## config.mk

```make
export PLATFORM = sky130hd
export DESIGN_NAME = dns_hostname_validator
export DESIGN_NICKNAME = d
export VERILOG_FILES = /design/src/dhv_pkg.sv /design/src/dns_hostname_validator.sv /design/src/dhv_classify.sv /design/src/dhv_name_check.sv
export SDC_FILE = /design/constraint.sdc
export NUM_CORES = 1
export LEC_CHECK = 0
export BUFFER_PORTS_ARGS = -buffer_cell sky130_fd_sc_hd__buf_2
export CAP_MARGIN = 20
export CORE_MARGIN = 3
export CORE_UTILIZATION = 55
export CTS_BUF_LIST = sky130_fd_sc_hd__clkbuf_4
export DETAILED_ROUTE_END_ITERATION = 12
export PLACE_DENSITY_LB_ADDON = 0.1
export SETUP_SLACK_MARGIN = 0.1
export SYNTH_ARGS = -nofsm -noshare
export SYNTH_HDL_FRONTEND = slang
export SYNTH_SLANG_ARGS = --single-unit
```

## constraint.sdc

```tcl
create_clock -name clk -period 6.7 [get_ports clk]
set_input_delay 0 -clock clk [delete_from_list [all_inputs] [get_ports clk]]
set_output_delay 0 -clock clk [all_outputs]
set_load 0.03 [all_outputs]
```

## src/dhv_pkg.sv

```systemverilog
// ----------------------------------------------------------------------------
// dhv_pkg
// Shared types and constants for the host name checker.
// ----------------------------------------------------------------------------
package dhv_pkg;

	localparam int unsigned CharW      = 8;
	localparam int unsigned NameLenW   = 8;
	localparam int unsigned LabelLenW  = 6;
	localparam int unsigned TotalW     = 9;
	localparam int unsigned LabelCntW  = 7;
	localparam int unsigned CfgIndexW  = 8;
	localparam int unsigned CfgDataW   = 8;

	localparam logic [NameLenW-1:0]  NAME_LIMIT_RESET  = 8'd255;
	localparam logic [LabelLenW-1:0] LABEL_LIMIT_RESET = 6'd63;
	localparam logic [LabelCntW-1:0] LABEL_SAT         = 7'd127;

	localparam logic [CharW-1:0] CHAR_HYPHEN = 8'h2D;
	localparam logic [CharW-1:0] CHAR_DOT    = 8'h2E;

	localparam logic [CfgIndexW-1:0] REG_MAX_NAME_LENGTH  = 8'd0;
	localparam logic [CfgIndexW-1:0] REG_MAX_LABEL_LENGTH = 8'd1;

	typedef struct packed {
		logic letter;
		logic digit;
		logic hyphen;
		logic dot;
	} char_class_t;

	typedef struct packed {
		logic              name_valid;
		logic [TotalW-1:0] name_length;
	} name_result_t;

endpackage

```

## src/dns_hostname_validator.sv

```systemverilog
// ----------------------------------------------------------------------------
// dns_hostname_validator
// Checks a host name streamed one character per request.
// ----------------------------------------------------------------------------
// Usage:
//   The character channel (char_valid, char_stall, character, last) carries one
//   byte of the name per request; last marks the final byte. Only the final
//   byte produces a request on the result channel (result_valid, result_stall,
//   name_valid, name_length). name_length is the byte count, saturating at 256.
//   The configuration channel (cfg_valid, cfg_ready, cfg_index, cfg_data)
//   writes max_name_length (index 0) or max_label_length (index 1); other
//   indexes are ignored. cfg_ready is always high. Write only while idle.
// Timing:
//   One byte per cycle sustained, unless a final byte waits behind a stalled
//   result. A byte sits in the input register while the rule logic runs, and
//   the verdict of a final byte is captured in the result register when that
//   byte leaves the input register; result_valid then rises.
// Reset:
//   Limits return to 255 and 63, the per-name state clears, both registers
//   empty. When the result is stalled, a final byte in the input register is
//   held and char_stall rises; no other bytes are taken meanwhile.
// ----------------------------------------------------------------------------
module dns_hostname_validator
	import dhv_pkg::*;
(
	input  logic                 clk,
	input  logic                 arst_n,
	input  logic                 char_valid,
	output logic                 char_stall,
	input  logic [CharW-1:0]     character,
	input  logic                 last,
	output logic                 result_valid,
	input  logic                 result_stall,
	output logic                 name_valid,
	output logic [TotalW-1:0]    name_length,
	input  logic                 cfg_valid,
	output logic                 cfg_ready,
	input  logic [CfgIndexW-1:0] cfg_index,
	input  logic [CfgDataW-1:0]  cfg_data
);

	logic [NameLenW-1:0]  max_name_q;
	logic [LabelLenW-1:0] max_label_q;

	logic             valid_s1;
	logic [CharW-1:0] char_s1;
	logic             last_s1;

	logic             result_valid_q;
	name_result_t     result_q;

	logic             advance;
	logic             step;
	logic             char_accept;
	char_class_t      char_class;
	name_result_t     result_next;

	assign cfg_ready = 1'b1;

	always_ff @(posedge clk or negedge arst_n) begin
		if (!arst_n) begin
			max_name_q  <= NAME_LIMIT_RESET;
			max_label_q <= LABEL_LIMIT_RESET;
		end else if (cfg_valid && cfg_ready) begin
			case (cfg_index)
				REG_MAX_NAME_LENGTH:  max_name_q  <= cfg_data;
				REG_MAX_LABEL_LENGTH: max_label_q <= cfg_data[LabelLenW-1:0];
				default: ;
			endcase
		end
	end

	// A final byte can only leave the input register when the result slot is free.
	assign advance     = !(last_s1 && result_valid_q && result_stall);
	assign step        = valid_s1 && advance;
	assign char_stall  = valid_s1 && !advance;
	assign char_accept = char_valid && !char_stall;

	always_ff @(posedge clk or negedge arst_n) begin
		if (!arst_n) begin
			valid_s1 <= 1'b0;
		end else if (char_accept) begin
			valid_s1 <= 1'b1;
		end else if (step) begin
			valid_s1 <= 1'b0;
		end
	end

	always_ff @(posedge clk) begin
		if (char_accept) begin
			char_s1 <= character;
			last_s1 <= last;
		end
	end

	dhv_classify u_classify (
		.character  (char_s1),
		.char_class (char_class)
	);

	dhv_name_check u_name_check (
		.clk              (clk),
		.arst_n           (arst_n),
		.step             (step),
		.last             (last_s1),
		.char_class       (char_class),
		.max_name_length  (max_name_q),
		.max_label_length (max_label_q),
		.result           (result_next)
	);

	always_ff @(posedge clk or negedge arst_n) begin
		if (!arst_n) begin
			result_valid_q <= 1'b0;
		end else if (step && last_s1) begin
			result_valid_q <= 1'b1;
		end else if (!result_stall) begin
			result_valid_q <= 1'b0;
		end
	end

	always_ff @(posedge clk) begin
		if (step && last_s1) begin
			result_q <= result_next;
		end
	end

	assign result_valid = result_valid_q;
	assign name_valid   = result_q.name_valid;
	assign name_length  = result_q.name_length;

endmodule

```

## src/dhv_classify.sv

```systemverilog
// ----------------------------------------------------------------------------
// dhv_classify
// Sorts one byte into letter, digit, hyphen or dot; any other byte sets no class.
// ----------------------------------------------------------------------------
module dhv_classify
	import dhv_pkg::*;
(
	input  logic [CharW-1:0] character,
	output char_class_t      char_class
);

	always_comb begin
		char_class.letter = ((character >= 8'h41) && (character <= 8'h5A)) ||
		                    ((character >= 8'h61) && (character <= 8'h7A));
		char_class.digit  = (character >= 8'h30) && (character <= 8'h39);
		char_class.hyphen = (character == CHAR_HYPHEN);
		char_class.dot    = (character == CHAR_DOT);
	end

endmodule

```

## src/dhv_name_check.sv

```systemverilog
// ----------------------------------------------------------------------------
// dhv_name_check
// Per-name state and the label and length rules, one character per step.
// ----------------------------------------------------------------------------
module dhv_name_check
	import dhv_pkg::*;
(
	input  logic                 clk,
	input  logic                 arst_n,
	input  logic                 step,
	input  logic                 last,
	input  char_class_t          char_class,
	input  logic [NameLenW-1:0]  max_name_length,
	input  logic [LabelLenW-1:0] max_label_length,
	output name_result_t         result
);

	logic                 error_q;
	logic [TotalW-1:0]    total_q;
	logic [LabelCntW-1:0] label_q;
	logic                 prev_hyphen_q;

	logic                 bad_char;
	logic                 err_step;
	logic                 err_final;
	logic [TotalW-1:0]    total_new;
	logic [LabelCntW-1:0] label_new;
	logic [LabelCntW-1:0] label_limit;

	always_comb begin
		label_limit = {1'b0, max_label_length};
		bad_char    = !(char_class.letter || char_class.digit ||
		                char_class.hyphen || char_class.dot);

		// The total saturates at 256, which is the only value with the top bit set.
		total_new = total_q[TotalW-1] ? total_q : total_q + 9'd1;

		if (char_class.dot) begin
			label_new = '0;
		end else if (label_q != LABEL_SAT) begin
			label_new = label_q + 7'd1;
		end else begin
			label_new = label_q;
		end

		err_step = error_q || bad_char;
		if (char_class.dot) begin
			err_step = err_step || (label_q == '0) || (label_q > label_limit) || prev_hyphen_q;
		end else begin
			err_step = err_step || ((label_q == '0) && !char_class.letter);
		end

		err_final = err_step || char_class.hyphen || char_class.dot ||
		            (label_new > label_limit) ||
		            (total_new > {1'b0, max_name_length});

		result.name_valid  = !err_final;
		result.name_length = total_new;
	end

	always_ff @(posedge clk or negedge arst_n) begin
		if (!arst_n) begin
			error_q       <= 1'b0;
			total_q       <= '0;
			label_q       <= '0;
			prev_hyphen_q <= 1'b0;
		end else if (step) begin
			if (last) begin
				error_q       <= 1'b0;
				total_q       <= '0;
				label_q       <= '0;
				prev_hyphen_q <= 1'b0;
			end else begin
				error_q       <= err_step;
				total_q       <= total_new;
				label_q       <= label_new;
				prev_hyphen_q <= char_class.hyphen;
			end
		end
	end

endmodule

```

# == Word-level counts from Yosys, hierarchy flattened ==
# Index checks and enable logic that the tools add are counted.
# classes
n_addsub,2
n_lt_le_gt_ge,9
eq_ne,5
muxes,12
reduce_logical,33
# ops
cell,count
7-bit 2-to-1 mux,3
9-bit 2-to-1 mux,2
"8-bit by 6-bit == test with 1-bit output, second input constant",2
"8-bit by 7-bit >= comparator with 1-bit output, second input constant",2
"8-bit by 7-bit <= comparator with 1-bit output, second input constant",2
7-bit by 6-bit greater-than comparator with 1-bit output,2
1-bit logical OR,13
1-bit logical AND,10
"9-bit by 1-bit adder with 9-bit output, second input constant",1
9-bit by 8-bit greater-than comparator with 1-bit output,1
"8-bit by 1-bit == test with 1-bit output, second input constant",1
"8-bit by 6-bit >= comparator with 1-bit output, second input constant",1
"8-bit by 6-bit <= comparator with 1-bit output, second input constant",1
8-bit zero test,1
"7-bit by 1-bit adder with 7-bit output, second input constant",1
7-bit zero test,1
1-bit 2-to-1 mux,7
"7-bit != test, second input constant",1
1-bit zero test,5
2-bit AND reduction,2
"2-bit by 1-bit != test with 1-bit output, second input constant",1
2-bit nonzero test,1
# totals
register_bits,53
inputBits,30
out_inout_bits,13
elab_cells,73

# == Logic depth before layout (Yosys ltp) ==
# Gate-level depths: netlist of run 1.
# logic_depth
ltp_word,17
ltp_mapped,13

# == Hierarchy ==
# Synthesis of run 1 repeated with hierarchy kept, for this count alone.
# hier_totals
cells_unflattened,293
hier_area_um2,3104.2
# modules_own_cells
mod,instances,cells_per_inst,area_each_um2,seq_area_each_um2
dhv_name_check,1,210,1714.1,450.4
dns_hostname_validator,1,67,1287.5,988.4
dhv_classify,1,16,102.6,0.0

# == Least setup slack after synthesis of run 1 ==
# No wires, ideal clock.
# synth_timing
path_kind,register to register
from,reg u_name_check.label_q[1]
to,"reg result_q, in the netlist name_valid (data pin)"
setup_ps,182
arrival_ps,2452
required_ps,6518
path_slack_ps,4067
path_stages_with_launch,14
n_path_buf,1
synth_period_minus_slack_ps,2633
path_cell_list,dfrtp_1 > ha_1 > and3_1 > clkbuf_1 > nand4_2 > nand2_1 > o21a_1 > nor2_1 > ha_1 > nor2b_1 > o21a_1 > o21ai_0 > a21oi_1 > nor4b_1
# synth_rtl
element,line,source
from (decl),dhv_name_check.sv:20,logic [LabelCntW-1:0] label_q;
from (signal assigned),dhv_name_check.sv:76,label_q <= label_new;
to (signal assigned),dns_hostname_validator.sv:124,result_q <= result_next;
to (decl),dns_hostname_validator.sv:50,name_result_t result_q;

==> results.py, run 1 <==
metrics = {
    "setup_path": {
        "cp-end-kind": "flip-flop",
        "critPathMaxStageDelay_ns": 0.47,
        "crit_family": "simple AND/OR/NAND/NOR gates",
        "cp.arrival_ns": 3.11,
        "worstSetupPathType": "reg -> reg",
        "startpoint_type": "flip-flop",
        "crit_fanout": 10,
        "crit_required_ns": 6.90,
        "slowest_stage": "dfrtp_1",
        "path_cells": "ha_1 > and3_1 > nand4_2 > nand2_1 > o21a_1 > nor2_1 > ha_1 > nor2b_1 > o21a_1 > o21ai_0 > a21oi_1 > nor4b_1",
        "timing.critical_path.buf_inv": 0,
    },
    "synthesis": {
        "syn-instance-count": 290,
        "synth_area_leader_cell": "edfxtp_1",
        "ys_top_cells_by_count": "nand2_1 (29), inv_1 (24), ha_1 (23)",
        "synthAdderAreaFrac_pct": 9.60,
        "synthFlopType": "dfrtp_1",
        "synth_compound_area_share_pct": 13.7,
        "synth.area.top_cells": "edfxtp_1 (19%), dfrtp_1 (17%), dfstp_2 (12%)",
        "ys_warn_count": 0,
        "synth_most_common_cell": "nand2_1",
        "synth-async-reset-ratio_pct": 64.2,
        "synth_xor_area_share_pct": 3.51,
        "synth_area_mm2": 0.00300,
        "ys_seq_area_share_pct": 48.0,
        "syn_nets": 343,
        "synth_cell_types": 54,
        "synth_top_area_share_pct": 19.0,
        "synth-edff-count": 19,
        "synth_top_family_by_area": "simple AND/OR/NAND/NOR gates",
        "synthMuxAreaShare_pct": 3.01,
        "synth.avg_cell_area_um2": 10.3,
        "synth_seq_cells": 53,
        "synth-simple-area-share_pct": 17.2,
    },
    "grt": {
        "grt_start_max_net_pins": 35,
        "grt_overflow": 0,
        "antenna_found_initial": 0,
        "track_usage_pct": 21.4,
        "grt_pass1_vias": 2194,
        "grt_pass1_wl_um": 10500,
    },
    "clock_network": {
        "post_cts_buffers": 0,
        "tritoncts": "yes",
        "cts_root_buf": "clkbuf_4",
        "cts_buffer_depth": 2,
        "clkLatencyLatePin_ns": 0.37,
        "clk_transition_reported_paths_ns": 0.16,
        "numCtsBuffers": 5,
        "numClockSinks": 53,
        "cts_max_level": 2,
    },
    "floorplan": {
        "die_w_um": 79.8,
        "die-height_um": 79.8,
        "num_io_pins": 43,
        "die-area_mm2": 0.00637,
        "core_mm2": 0.00517,
        "fp-row-count": 26,
        "initial_core_util_pct": 57.9,
    },
    "cells_and_area": {
        "syn_to_final_growth_pct": 17.7,
        "n_fill_cell": 405,
        "antenna_cells": 0,
        "final_nets": 401,
        "drive_above_1_share_pct": 21.8,
    },
    "timing": {
        "fmax_ghz": 0.345,
        "setup_violations": 0,
        "finClkSkew_ns": 0.00781,
        "worst_pin_slew_ns": 0.749,
        "finalCriticalPeriod_ns": 2.90,
        "relSlewSlack_pct": 50.0,
        "slew_violations": 0,
        "fin_tns_setup_ns": 0,
        "layout_setup_ws_ns": 3.80,
        "finalHoldViolCount": 0,
        "fin_crit_sh_pct": 43.3,
        "rsz0062_at_grt": "no",
    },
    "power": {
        "p_leak_nw": 1.63,
        "clock_power_share_pct": 25.4,
        "switchingPower_mw": 0.214,
        "p_per_area_mw_per_mm2": 207,
        "power_frac_seq_pct": 52.9,
        "switching_share_pct": 29.3,
        "peakVddDrop_mv": 0.123,
        "p_comb_share_pct": 21.7,
        "p_int_mw": 0.515,
    },
    "routing": {
        "vias": 2376,
        "drc_errors": 0,
        "routedWlPerCell_um": 15.2,
        "via_per_inst": 5.67,
        "ant_nets": 0,
        "drtPass1Iterations": 4,
        "totalWireLength_um": 6370,
        "drtIter0Drc": 129,
    },
    "placement": {
        "place_congestion": 0.858,
        "dp_hpwl_um": 4630,
        "place_ws_ns": 3.87,
        "port_buffers": 41,
    },
    "worst_hold_path": {
        "worst_hold_path_type": "in -> reg",
    },
    "run_status": {
        "status": "completed",
    },
    "job": {
        "cap_violations": 0,
    },
}
-- final cells by class --
class | count | area, um^2 | share of cell area, %
flip-flops and latches | 53 | 1440 | 40.8
multi-input cells | 202 | 1410 | 40.0
repair buffers | 62 | 415 | 11.8
inverters | 24 | 90.1 | 2.56
well taps | 70 | 87.6 | 2.48
clock inverters | 3 | 45.0 | 1.28
clock buffers | 5 | 37.5 | 1.06
-- sequential cells by signal, indices dropped and copies added, names as in the netlist --
signal	count
u_name_check.label_q	7
result_valid	1
u_name_check.error_q	1
char_s1	8
name_valid	1
last_s1	1
u_name_check.total_q	9
valid_s1	1
max_name_q	8
max_label_q	6
name_length	9
u_name_check.prev_hyphen_q	1
-- layout by cell type, fill, tap and decap left out, types with 8 or more instances in the layout --
master / instances
nand2_1: 29
xnor2_1: 8
dfrtp_1: 20
nor2_1: 15
o21ai_0: 20
mux2_2: 8
buf_2: 41
dlygate4sd3_1: 21
inv_1: 24
ha_1: 23
edfxtp_1: 19
dfstp_2: 14
nand4_1: 9
a21oi_1: 10
-- kinds of logic after synthesis --
family	after synthesis
AOI/OAI and AO/OA	63
xor gates and xnor gates	12
adders and majority gates	23
buffers and inverters	35
DFF	53
muxes	8
other	1
and+or+nand+nor	95
-- layer usage --
metal | up-vias | track usage [%] | part of all wire [%]
met5 | - | 0 | 0
met4 | 0 | 5.41 | 0.82
met3 | 7 | 4.40 | 6.6
met2 | 79 | 34.1 | 47
met1 | 1130 | 29.9 | 46
li1 | 1160 | - | -
-- power groups by stage --
stage / Clock (mW) / Sequential (mW) / Combinational [mW]
2_1_floorplan: 0 / 0.395 / 0.0982
3_3_place_gp: 0 / 0.391 / 0.145
3_5_place_dp: 0 / 0.392 / 0.148
4_1_cts: 0.190 / 0.386 / 0.158
5_1_grt: 0.205 / 0.390 / 0.178
6_report: 0.185 / 0.385 / 0.158
-- worst register-to-register path: stages, from the launching register on --
cell and delay, ns:
dfrtp_1 0.47, ha_1 0.24, and3_1 0.28, nand4_2 0.27, nand2_1 0.17, o21a_1 0.13
nor2_1 0.04, ha_1 0.30, nor2b_1 0.13, o21a_1 0.15, o21ai_0 0.16, a21oi_1 0.09
nor4b_1 0.29
-- final timing paths --
path,startpoint,to,slack [ns],depth (start not counted)
min in group asynchronous,arst_n,u_name_check.total_q[0],0.21,2
worst min register to register,u_name_check.prev_hyphen_q,u_name_check.prev_hyphen_q,0.51,2
worst max register to register,u_name_check.label_q[1],name_valid,3.80,12
max in group asynchronous,arst_n,u_name_check.prev_hyphen_q,6.02,2
worst min-delay path,cfg_index[0],max_label_q[5],0.19,3
worst max-delay path,u_name_check.label_q[1],name_valid,3.80,12
-- through the flow --
step / std cells / hold slack [ns] / utilization, % / area (um^2) / power, mW
global placement: 390 / 0.124 / 62.5 / 3230 / 0.536
detailed placement: 390 / 0.117 / 62.5 / 3230 / 0.540
global route: 419 / 0.182 / 68.2 / 3530 / 0.773
CTS: 419 / 0.174 / 68.2 / 3530 / 0.734
floorplan: 290 / -0.296 / - / 3000 / 0.493
finish: 419 / 0.193 / 68.2 / 3530 / 0.729
-- repair_timing --
item                      4_1_cts  5_1_grt
hold buffers                   21        0
hold endpoints to repair       45        0
resized for setup               0        0
No activity file was read; power rests on OpenSTA's default activity.
==> inputs of run 2 (changes only) <==
==> constraint.sdc (replaced) <==
create_clock -name clk -period 2.9 [get_ports clk]
set_input_delay 0 -clock clk [delete_from_list [all_inputs] [get_ports clk]]
set_output_delay 0 -clock clk [all_outputs]
set_load 0.03 [all_outputs]
==> results.py, run 2 (same netlist as run 1, synthesis figures left out) <==
metrics = {
    "worst_hold_path": {
        "worst_hold_path_type": "in -> reg",
    },
    "floorplan": {
        "fp-row-count": 26,
        "initial_core_util_pct": 57.9,
        "core_mm2": 0.00517,
        "num_io_pins": 43,
        "die-height_um": 79.8,
        "die_w_um": 79.8,
        "die-area_mm2": 0.00637,
    },
    "clock_network": {
        "clk_transition_reported_paths_ns": 0.15,
        "cts_max_level": 2,
        "cts_buffer_depth": 2,
        "cts_root_buf": "clkbuf_4",
        "tritoncts": "yes",
        "numCtsBuffers": 5,
        "clkLatencyLatePin_ns": 0.37,
        "numClockSinks": 53,
    },
    "grt": {
        "antenna_found_initial": 0,
        "grt_pass1_vias": 2275,
        "grt_pass1_wl_um": 10600,
        "track_usage_pct": 21.6,
        "grt_start_max_net_pins": 35,
        "grt_overflow": 0,
    },
    "routing": {
        "routedWlPerCell_um": 15.3,
        "totalWireLength_um": 6480,
        "ant_nets": 0,
        "drc_errors": 0,
        "drtIter0Drc": 197,
        "drtPass1Iterations": 4,
        "top_layer": "met4",
        "via_per_inst": 5.61,
        "met1_length_um": 3040,
        "met2_length_um": 3010,
        "wl_met3_um": 343,
        "vias": 2378,
    },
    "setup_path": {
        "startpoint_type": "flip-flop",
        "worstSetupPathType": "reg -> reg",
        "cp.arrival_ns": 2.80,
        "crit_required_ns": 3.11,
        "cp-end-kind": "flip-flop",
        "crit_fanout": 10,
    },
    "cells_and_area": {
        "final_cell_mix": "buf_2 (41), nand2_1 (29), inv_1 (24)",
        "finish.utilization_pct": 69.1,
        "syn_to_final_growth_pct": 19.2,
        "antenna_cells": 0,
        "layout_commonest_cell": "buf_2",
        "final_nets": 406,
        "drive_above_1_share_pct": 24.0,
    },
    "timing": {
        "fin_crit_sh_pct": 89.5,
        "setup_violations": 0,
        "slew_violations": 0,
        "fmax_ghz": 0.385,
        "finalCriticalPeriod_ns": 2.60,
        "rsz0062_at_grt": "no",
        "finClkSkew_ns": 0.0105,
        "worst_pin_slew_ns": 0.756,
        "finalHoldViolCount": 0,
        "fin_tns_setup_ns": 0,
        "relSlewSlack_pct": 49.6,
    },
    "run_status": {
        "status": "completed",
    },
    "power": {
        "peakVddDrop_mv": 0.300,
        "p_leak_nw": 1.65,
        "p_per_area_mw_per_mm2": 448,
    },
    "job": {
        "cap_violations": 0,
    },
    "placement": {
        "port_buffers": 41,
        "dp_hpwl_um": 4630,
        "place_congestion": 0.921,
    },
}
==> run 2: area by class of cell <==
cell class	count	area, um^2
Inverter	24	90.1
Clock buffer	6	45.0
Fill cell	414	1600
Tap cell	70	87.6
Multi-Input combinational cell	202	1450
Sequential cell	53	1440
Timing Repair Buffer	67	453
Clock inverter	2	11.3
==> run 2: worst paths after layout <==
kind / from / end / slack, ns / cells after the start
worst max-delay path: u_name_check.label_q[0] / name_valid / 0.30 / 12
worst max register to register: u_name_check.label_q[0] / name_valid / 0.30 / 12
max in group asynchronous: arst_n / u_name_check.total_q[0] / 2.20 / 2
min in group asynchronous: arst_n / u_name_check.total_q[1] / 0.22 / 2
worst min-delay path: cfg_index[0] / max_label_q[2] / 0.19 / 3
worst min register to register: max_name_q[4] / max_name_q[4] / 0.52 / 2
==> run 2: critical path, cell delays in order (launching register included) <==
cell and delay, ns:
dfrtp_1 0.40, ha_1 0.21, and3_4 0.25, nand4_4 0.19, nand2_1 0.15, o21a_1 0.12, nor2_1 0.04, ha_1 0.30
nor2b_1 0.14, o21a_1 0.15, o21ai_0 0.14, a21oi_1 0.10, nor4b_2 0.26
==> run 2: power breakdown <==
group / switching, mW / total, mW / internal (mW) / leakage, nW
Combinational: 0.217 / 0.390 / 0.173 / 1.02
Clock: 0.227 / 0.330 / 0.102 / 0.0293
Sequential: 0.0387 / 0.883 / 0.844 / 0.599
Total: 0.483 / 1.60 / 1.12 / 1.65
==> run 2: layer usage <==
layer	track usage (%)	up-vias
met4	5.41	0
met3	3.61	9
met2	35.6	72
li1	-	1178
met5	0	-
met1	29.6	1119
==> run 2: per-stage QoR <==
stage | power, mW | worst slack [ns] | hold slack (ns) | instance area, um^2 | instances
finish | 1.60 | 0.305 | 0.191 | 3570 | 424
global route | 1.70 | 0.114 | 0.199 | 3570 | 424
CTS | 1.61 | 0.114 | 0.186 | 3540 | 423
detailed placement | 1.26 | 0.0967 | 0.124 | 3260 | 394
global placement | 1.25 | 0.222 | 0.129 | 3260 | 394
floorplan | 1.14 | 0.267 | -0.296 | 3000 | 290
==> run 2: repair_timing <==
action / 4_1_cts / 5_1_grt
endpoints found under the hold margin: 45 / 0
hold buffers: 21 / 0
endpoints found under the setup margin: 1 / 1
buffers inserted: 0 / 1
resized for setup: 1 / 6
